[src/design/lrs_pkg.sv]
// shared types and constants for the line repeat suppressor
// no dependencies; imported by every module of the block
package lrs_pkg;

    localparam int HASH_W      = 32;
    localparam int COUNT_W     = 16;
    localparam int TOTAL_W     = 64;
    localparam int QUEUE_DEPTH = 4;
    localparam int QPTR_W      = 2;
    localparam int QCNT_W      = 3;

    localparam logic [HASH_W-1:0]  HASH_BASIS = 32'd2166136261;
    localparam logic [HASH_W-1:0]  HASH_PRIME = 32'd16777619;
    localparam logic [COUNT_W-1:0] COUNT_MAX  = 16'hFFFF;
    localparam logic [COUNT_W-1:0] KEEP_RESET = 16'd3;

    // finished line handed from the hashing front to the probing back
    typedef struct packed {
        logic [HASH_W-1:0] hash;
        logic              tracked;
    } line_req_t;

    typedef struct packed {
        logic [HASH_W-1:0]  hash;
        logic [COUNT_W-1:0] count;
    } slot_entry_t;

    typedef enum logic [2:0] {
        ST_CLEAR,
        ST_IDLE,
        ST_MOD,
        ST_READ,
        ST_CHECK,
        ST_DONE
    } back_state_t;

endpackage

[src/design/lrs_front.sv]
// hashing front: folds line bytes into fnv-1a and pushes finished lines
// depends on lrs_pkg
module lrs_front
    import lrs_pkg::*;
(
    input  logic            clk,
    input  logic            rst_n,
    input  logic            clearing,
    input  logic            q_full,
    input  logic            in_valid,
    output logic            in_ready,
    input  logic [7:0]      line_byte,
    input  logic            line_end,
    input  logic            tracked,
    output logic            push,
    output line_req_t       push_data
);

    logic [HASH_W-1:0] hash_reg;
    logic [HASH_W-1:0] hash_next;
    logic [HASH_W-1:0] mixed;
    logic [HASH_W-1:0] folded;
    logic              accept;

    assign in_ready = !clearing && !q_full;
    assign accept   = in_valid && in_ready;
    assign mixed    = hash_reg ^ {{(HASH_W-8){1'b0}}, line_byte};
    // multiply by a constant with few set bits, kept modulo 2^32
    assign folded   = HASH_W'(mixed * HASH_PRIME);

    assign push              = accept && line_end;
    assign push_data.hash    = folded | {{(HASH_W-1){1'b0}}, 1'b1};
    assign push_data.tracked = tracked;

    always_comb
    begin
        hash_next = hash_reg;
        if (accept)
        begin
            hash_next = line_end ? HASH_BASIS : folded;
        end
    end

    always_ff @(posedge clk or negedge rst_n)
    begin
        if (!rst_n)
        begin
            hash_reg <= HASH_BASIS;
        end
        else
        begin
            hash_reg <= hash_next;
        end
    end

endmodule

[config.mk]
export PLATFORM = sky130hd
export DESIGN_NAME = lrs_front
export DESIGN_NICKNAME = d
export VERILOG_FILES = /design/src/design/lrs_pkg.sv /design/src/design/lrs_front.sv
export SDC_FILE = /design/constraint.sdc
export NUM_CORES = 1
export LEC_CHECK = 0
export BUFFER_PORTS_ARGS = -buffer_cell sky130_fd_sc_hd__buf_2
export CORE_ASPECT_RATIO = 1.4
export CORE_MARGIN = 5
export CORE_UTILIZATION = 60
export CTS_CLUSTER_DIAMETER = 50
export DETAILED_ROUTE_END_ITERATION = 10
export GPL_ROUTABILITY_DRIVEN = 0
export PLACE_DENSITY = 0.79
export SETUP_SLACK_MARGIN = 0.05
export SLEW_MARGIN = 20
export SYNTH_ARGS = -nofsm -noshare
export SYNTH_HDL_FRONTEND = slang
export SYNTH_SLANG_ARGS = --single-unit
[constraint.sdc]
create_clock -name clk -period 8.6 [get_ports clk]
set_input_delay 0.86 -clock clk [delete_from_list [all_inputs] [get_ports clk]]
set_output_delay 0.86 -clock clk [all_outputs]
set_load 0.05 [all_outputs]
==> out/summary.txt <==
Rel. slew slack = 0.323
GRT busiest layer = met2
Final wirelength = 17300 um
Worst Skew = 0.00126 ns
Area share of xor/xnor cells in the synthesized design = 0.0632
Layout cells sized above 1 = 0.0973
Area Growth Syn to Fin = 7.65%
Max reg flops = 32
Reg clk slew, reported paths = 0.05 ns
Post-synthesis sequential area ratio = 0.118
DIE AREA = 0.0138 mm2
Crit end category = primary output
Worst R2R Start = hash_reg[6]
Post-Layout Inst Area = 0.00746 mm2
Commonest non-fill, non-tap cell in the layout = ha_1
Multiplexer share of the synthesized area = 0.00289
Vias post-DR = 5362
M3 GR Usage = 0.0355
Post-synth cell types = 46
Unrepaired setup endpoints after global routing = no
Max Cap Violations = 0
CP startpoint = line_byte[6]
Final Hold Fails = 0
Synthesized area per cell = 9.57 um2
Net Count, Synth = 997
Clock Sink Count = 32
Synth Area in Compound Gates = 0.109
Die W = 101 um
Crit path time final = 7.23 ns
Reg2Reg Depth = 19
Outcome = complete, no violations
Max Transition Viols Final = 0
Initial antenna violation count = 0
Initial DRC count = 208
Most frequent cells in the layout = 184 x ha_1, 179 x inv_1, 74 x fa_1
CTS max path bufs = 2
CTS tree = built
Post-DP HPWL = 14700 um
Critical Path AT = 6.37 ns
Worst Hold Class = flip-flop to flip-flop
Setup Buffers After CTS = 0
Routed len/inst = 18.9 um
Ant. Diodes = 0
Clk root buf = clkbuf_16
Die Y-Extent = 137 um
Achievable clock frequency = 0.138 GHz
Largest family of logic cells by synthesized area = adder cells
Worst skew pair latency = 0.29 ns
Final core utilization = 0.658
H-tree depth = 2
Top_reg_cell synth = dfrtp_1
Post-synthesis adder-cell area fraction = 0.546
Gr ovfl total = 0
Gr usage total = 0.270
First-pass GRT wire length = 29100 um
Vias per cell = 5.86
IO Port Bufs = 46
Final Net Count = 1043
Num CTS Buffers = 5
Core Footprint = 0.0113 mm2
Worst r2r dst = hash_reg[29]
Setup CP Type = primary input to primary output
Setup TNS = 0 ns
Cts repair resizes = 0
Simple-gate portion of the synthesized area = 0.0572
Antenna Violating Nets Remaining = 0
Pre-antenna DRT Iters = 5
Number of enable flip-flop cells after synthesis = 0
Post-CTS Hold Buffers = 0
Tcrit/Tclk final = 0.841
Final setup fails = 0
Initial core utilization = 0.611
Worst-Margin Slew = 1.02 ns
Flop-to-flop setup slack = 2.77 ns
Met1 usage = 0.296
Startpoint Class = primary input
Async set-or-reset flop fraction in the synthesized netlist = 1.00
CP Max Fanout = 6
Number of I/O pins = 50
Area after DPL = 0.00732 mm2
GR Util met2 = 0.493
YS warnings = 0
Cell Area, Synth = 0.00693 mm2
FF+latch count, synth = 32
Cell Rows = 46
Largest net degree at the start of global routing = 33
Syn Inst Count = 724
Number of global-route vias before repair = 5995
DR DRC count = 0
Critical Path Sink = push_data[32]
Data required, critical path = 7.74 ns
-- stage by stage --
step                      hold WS [ns]  std cells  setup slack, ns
after floorplan                  0.458        724             1.54
after global placement           0.477        907             1.60
after detailed placement         0.489        907             1.49
after CTS                        0.500        915             1.44
after global routing             0.525        915             1.10
final                            0.499        915             1.37
-- cell type report --
cell class | count | area [um2]
clock buffer | 8 | 146
tap | 144 | 180
timing repair buffer | 48 | 245
inverter | 179 | 672
sequential | 32 | 818
multi-input combinational | 504 | 5400
fill | 874 | 3880
-- logic make-up (layout without fill, tap and decap cells) --
family,after synthesis,after routing
adders and majority gates,258,258
DFF,32,32
buffers and inverters,188,235
xor gates and xnor gates,50,50
AOI/OAI and AO/OA,107,107
and+or+nand+nor,86,86
muxes,2,2
other,1,1
-- worst min-delay path by stage --
stage	from	to	slack [ns]	cells after the start
after floorplan	hash_reg[1]	hash_reg[1]	0.46	2
after global placement	hash_reg[1]	hash_reg[1]	0.48	2
after detailed placement	hash_reg[1]	hash_reg[1]	0.49	2
after CTS	hash_reg[1]	hash_reg[1]	0.50	2
after global routing	hash_reg[0]	hash_reg[0]	0.53	2
final	hash_reg[1]	hash_reg[1]	0.50	2
-- worst max-delay path, cell delays in order --
cell	delay, ns
buf_2	0.12
xor2_1	0.36
ha_1	0.31
ha_1	0.31
fa_1	0.47
ha_1	0.24
fa_1	0.44
ha_1	0.29
inv_1	0.04
fa_1	0.48
inv_1	0.04
ha_1	0.36
o211a_1	0.27
and3_1	0.20
a22oi_1	0.27
a21oi_1	0.14
o21bai_1	0.27
a31oi_1	0.24
a21oi_1	0.23
xnor2_1	0.13
buf_2	0.28
-- cells in the mapped netlist, types with 14 or more instances --
| cell | instances | area share |
|---|---|---|
| a21oi_1 | 26 | 0.019 |
| nand2_1 | 25 | 0.014 |
| fa_1 | 74 | 0.21 |
| xnor2_1 | 27 | 0.034 |
| a22o_1 | 15 | 0.019 |
| dfrtp_1 | 18 | 0.065 |
| nor2_1 | 30 | 0.016 |
| ha_1 | 184 | 0.33 |
| inv_1 | 179 | 0.097 |
| o21ai_0 | 14 | 0.010 |
| xor2_1 | 23 | 0.029 |
| dfstp_2 | 14 | 0.053 |
-- layer usage --
metal	share of wire	wire, um
met5	0	0
met4	0.060	1040
met3	0.054	932
met1	0.35	6140
met2	0.53	9200
Power is not shown: default switching activity piles up to over one toggle a cycle in this logic, so the estimate is an artifact.
