===== src/design/lrs_pkg.sv =====
// shared types and constants for the line repeat suppressor
// no dependencies; imported by every module of the block
package lrs_pkg;

    localparam int HASH_W      = 32;
    localparam int COUNT_W     = 16;
    localparam int TOTAL_W     = 64;
    localparam int QUEUE_DEPTH = 4;
    localparam int QPTR_W      = 2;
    localparam int QCNT_W      = 3;

    localparam logic [HASH_W-1:0]  HASH_BASIS = 32'd2166136261;
    localparam logic [HASH_W-1:0]  HASH_PRIME = 32'd16777619;
    localparam logic [COUNT_W-1:0] COUNT_MAX  = 16'hFFFF;
    localparam logic [COUNT_W-1:0] KEEP_RESET = 16'd3;

    // finished line handed from the hashing front to the probing back
    typedef struct packed {
        logic [HASH_W-1:0] hash;
        logic              tracked;
    } line_req_t;

    typedef struct packed {
        logic [HASH_W-1:0]  hash;
        logic [COUNT_W-1:0] count;
    } slot_entry_t;

    typedef enum logic [2:0] {
        ST_CLEAR,
        ST_IDLE,
        ST_MOD,
        ST_READ,
        ST_CHECK,
        ST_DONE
    } back_state_t;

endpackage


===== src/design/lrs_queue.sv =====
// short fifo of finished lines between the hashing front and the prober
// depends on lrs_pkg
module lrs_queue
    import lrs_pkg::*;
(
    input  logic      clk,
    input  logic      rst_n,
    input  logic      push,
    input  line_req_t push_data,
    output logic      full,
    input  logic      pop,
    output logic      q_valid,
    output line_req_t q_data
);

    line_req_t          entry_reg [QUEUE_DEPTH];
    logic [QPTR_W-1:0]  wr_ptr_reg;
    logic [QPTR_W-1:0]  wr_ptr_next;
    logic [QPTR_W-1:0]  rd_ptr_reg;
    logic [QPTR_W-1:0]  rd_ptr_next;
    logic [QCNT_W-1:0]  count_reg;
    logic [QCNT_W-1:0]  count_next;
    logic               do_push;
    logic               do_pop;

    assign full    = (count_reg == QCNT_W'(QUEUE_DEPTH));
    assign q_valid = (count_reg != '0);
    assign q_data  = entry_reg[rd_ptr_reg];
    assign do_push = push && !full;
    assign do_pop  = pop && q_valid;

    always_comb
    begin
        wr_ptr_next = do_push ? wr_ptr_reg + 1'b1 : wr_ptr_reg;
        rd_ptr_next = do_pop ? rd_ptr_reg + 1'b1 : rd_ptr_reg;
        count_next  = count_reg;
        if (do_push && !do_pop)
        begin
            count_next = count_reg + 1'b1;
        end
        else if (do_pop && !do_push)
        begin
            count_next = count_reg - 1'b1;
        end
    end

    always_ff @(posedge clk or negedge rst_n)
    begin
        if (!rst_n)
        begin
            wr_ptr_reg <= '0;
            rd_ptr_reg <= '0;
            count_reg  <= '0;
        end
        else
        begin
            wr_ptr_reg <= wr_ptr_next;
            rd_ptr_reg <= rd_ptr_next;
            count_reg  <= count_next;
        end
    end

    always_ff @(posedge clk)
    begin
        if (do_push)
        begin
            entry_reg[wr_ptr_reg] <= push_data;
        end
    end

endmodule


===== config.mk =====
export PLATFORM = sky130hd
export DESIGN_NAME = lrs_queue
export DESIGN_NICKNAME = d
export VERILOG_FILES = /design/src/design/lrs_pkg.sv /design/src/design/lrs_queue.sv
export SDC_FILE = /design/constraint.sdc
export NUM_CORES = 1
export LEC_CHECK = 0
export ABC_AREA = 1
export BUFFER_PORTS_ARGS = -buffer_cell sky130_fd_sc_hd__buf_2
export CAP_MARGIN = 10
export CELL_PAD_IN_SITES_DETAIL_PLACEMENT = 2
export CELL_PAD_IN_SITES_GLOBAL_PLACEMENT = 2
export CORE_MARGIN = 5
export CORE_UTILIZATION = 40
export CTS_CLUSTER_DIAMETER = 150
export DETAILED_ROUTE_END_ITERATION = 10
export PLACE_DENSITY = 0.81
export SLEW_MARGIN = 5
export SYNTH_ARGS = -nofsm -noshare
export SYNTH_HDL_FRONTEND = slang
export SYNTH_SLANG_ARGS = --single-unit

===== constraint.sdc =====
create_clock -name clk -period 3.5 [get_ports clk]
set_input_delay 0.525 -clock clk [delete_from_list [all_inputs] [get_ports clk]]
set_output_delay 0.525 -clock clk [all_outputs]
set_load 0.005 [all_outputs]

==> run_results.csv <==
group,metric,value,unit
status,status,"finished, final reports clean",
power,ir_worst_vdd,0.490,mV
flow_run,cap_violations,0,
clocking,ctsHoldBuffers,1,
synth,synth.net_count,488,
final_layout,fin_util,48.1,%
placed_design,pre_cts_slack,1080,ps
synth,synth_cell_types,18,
sta,setup_viol,0,
clocking,cts_buffers,17,
sta,worst_slack,592,ps
clocking,clockBufferDepth,2,
detailed_routing,postRouteWirelength,15100,um
power,power,6.11,mW
final_layout,instances_no_fill,717,
floorplan,die_width,131,um
final_layout,diodes,0,
synth,yosysSeqAreaShare,70.7,%
synth,synth_area_leader_cell,"edfxtp_1",
worst_setup_path,critical-path-top-delay-family,"buffers and inverters",
floorplan,core,14400,um^2
sta,maxSlewViolCount,0,
min_path,hold_class,"primary input to flop",
synth,synth_ff_type,"edfxtp_1",
final_layout,largest_register_ffs,132,
floorplan,die_h,131,um
detailed_routing,wl_per_cell,21.1,um
sta,skew,4.65,ps
synth,synthArstFlopShare,5.04,%
worst_setup_path,start_kind,"flop",
synth,synth_area_leaders,"edfxtp_1 68%, nand2_1 7.5%, o211ai_2 7.0%, inv_1 5.0%, o211ai_1 4.2%",
worst_setup_path,path_cells,"inv_4, buf_4, nand2_1, o211ai_1, nand2_1, buf_2",
synth,post-synth-top-count-cell,"edfxtp_1",
synth,syn_area,5860,um^2
sta,period_needed,2910,ps
floorplan,start_util,40.6,%
worst_setup_path,worst-path-buf-inv,3,
clocking,cts-resized-gates,0,
sta,fin_tns_setup,0,ps
worst_setup_path,critPathMaxStageDelay,500,ps
worst_setup_path,end_kind,"output port",
worst_setup_path,cp_max_fo,49,
synth,synth_edf_count,132,
sta,hold_viol_final,0,
floorplan,ios,72,
placed_design,port-buffer-count,71,
detailed_routing,viasPerCell,5.08,
sta,finalCritPeriodShare,83.1,%
floorplan,die-area,17200,um^2
final_layout,nets,563,
clocking,htreeDepth,4,
floorplan,rows,44,
worst_setup_path,path_class,"flop to output port",
synth,syn_avg_cell_area,13.2,um^2
synth,yosysWarnings,0,
placed_design,place_congestion,0.748,
power,leakage,2.87,nW
clocking,clkTransAtPathRegs,60,ps
global_route,grt_pass1_wl,23600,um
global_route,antenna_found_initial,1,
worst_setup_path,worst_ep_arrival_time,2380,ps
global_route,grt_max_degree,50,
global_route,first_global_vias,4200,
worst_setup_path,slowest_stage,"buf_4",
synth,synthTopCellsByCount,"132 x edfxtp_1, 117 x nand2_1, 78 x inv_1, 33 x o211ai_1, 33 x o211ai_2",
placed_design,dp_hpwl,9040,um
detailed_routing,final_antenna_net_count,0,
final_layout,fin_area,6930,um^2
power,power_density,881,nW/um^2
synth,ys_seq_elements,139,
clocking,clock_sinks,139,
sta,rsz0062_at_grt,"false",
final_layout,syn_to_final_growth,18.4,%
sta,worst_pin_slew,1160,ps
detailed_routing,dr.pass1.iters,4,
detailed_routing,drtIter0Drc,158,
synth,synthCells,445,
placed_design,place_area,6360,um^2
detailed_routing,vias,3640,
sta,slew_headroom,22.6,%
clocking,cts_tree,"yes",
detailed_routing,remaining_drc_errors,0,
worst_setup_path,cp.required,2970,ps
synth,yosys.area.top_type_share,67.7,%
global_route,grt_overflow,0,
clocking,clk_latency,420,ps
placed_design,dp_cells,684,
sta,max_freq,344,MHz
sta,timing.hold.ws,325,ps
clocking,post_cts_buffers,0,
worst_setup_path,crit_top_cell,"nand2_1",
global_route,grt_usage,18.8,%
final_layout,drive_above_1_share,26.3,%
final_layout,fill_cells,1432,
clocking,clockRootBuffer,"clkbuf_16",
[layer usage]
layer	wire, um	vias to the layer above	GRT usage, %	part of all wire [%]
met2	8060	65	33.4	53
met1	6330	1869	22.7	42
met5	17	-	0	0.11
li1	-	1683	-	-
met4	199	2	5.81	1.3
met3	531	21	4.23	3.5
[area by class of cell]
| type | instances | area, um^2 | share of cell area [%] |
|---|---|---|---|
| flip-flops and latches | 139 | 4140 | 59.7 |
| well taps | 184 | 230 | 3.32 |
| inverters | 82 | 313 | 4.51 |
| clock inverters | 12 | 129 | 1.86 |
| clock buffers | 20 | 437 | 6.30 |
| multi-input cells | 203 | 1280 | 18.5 |
| repair buffers | 77 | 403 | 5.81 |
[cells in the final DEF (no fill, tap or decap), drive strengths merged]
master         n
fa             1
o21ai          1
inv           82
nand3          7
nand2        117
dfrtp          7
dlygate4sd3    1
buf           76
bufinv         3
ha             5
clkinv         8
nor2           4
o211ai        66
xnor2          1
clkinvlp       1
edfxtp       132
clkbuf        20
nand4          1
[where the power goes]
group          total, mW  switching, mW  internal, mW
logic               1.99           1.34         0.654
registers           2.34          0.137          2.21
clock network       1.77          0.670          1.10
[cell families after synthesis]
| logic type | synth area share (%) |
|---|---|
| AOI/OAI and AO/OA | 11.4 |
| DFF | 70.7 |
| and+or+nand+nor | 8.46 |
| adders and majority gates | 1.41 |
| buffers and inverters | 7.97 |
| xor gates and xnor gates | 0.150 |
[worst paths after layout]
path                               start          endpoint  slack [ps]  depth (start not counted)
max                        rd_ptr_reg[0]        q_data[22]         590                          6
min                        push_data[21]  entry_reg[0][21]         330                          1
max reg2reg                 count_reg[0]  entry_reg[0][25]        1140                          4
min reg2reg                 count_reg[2]      count_reg[2]         530                          2
max in group asynchronous          rst_n     rd_ptr_reg[1]        2850                          2
min in group asynchronous          rst_n     wr_ptr_reg[1]         470                          2
No activity file was read; power rests on OpenSTA's default activity.
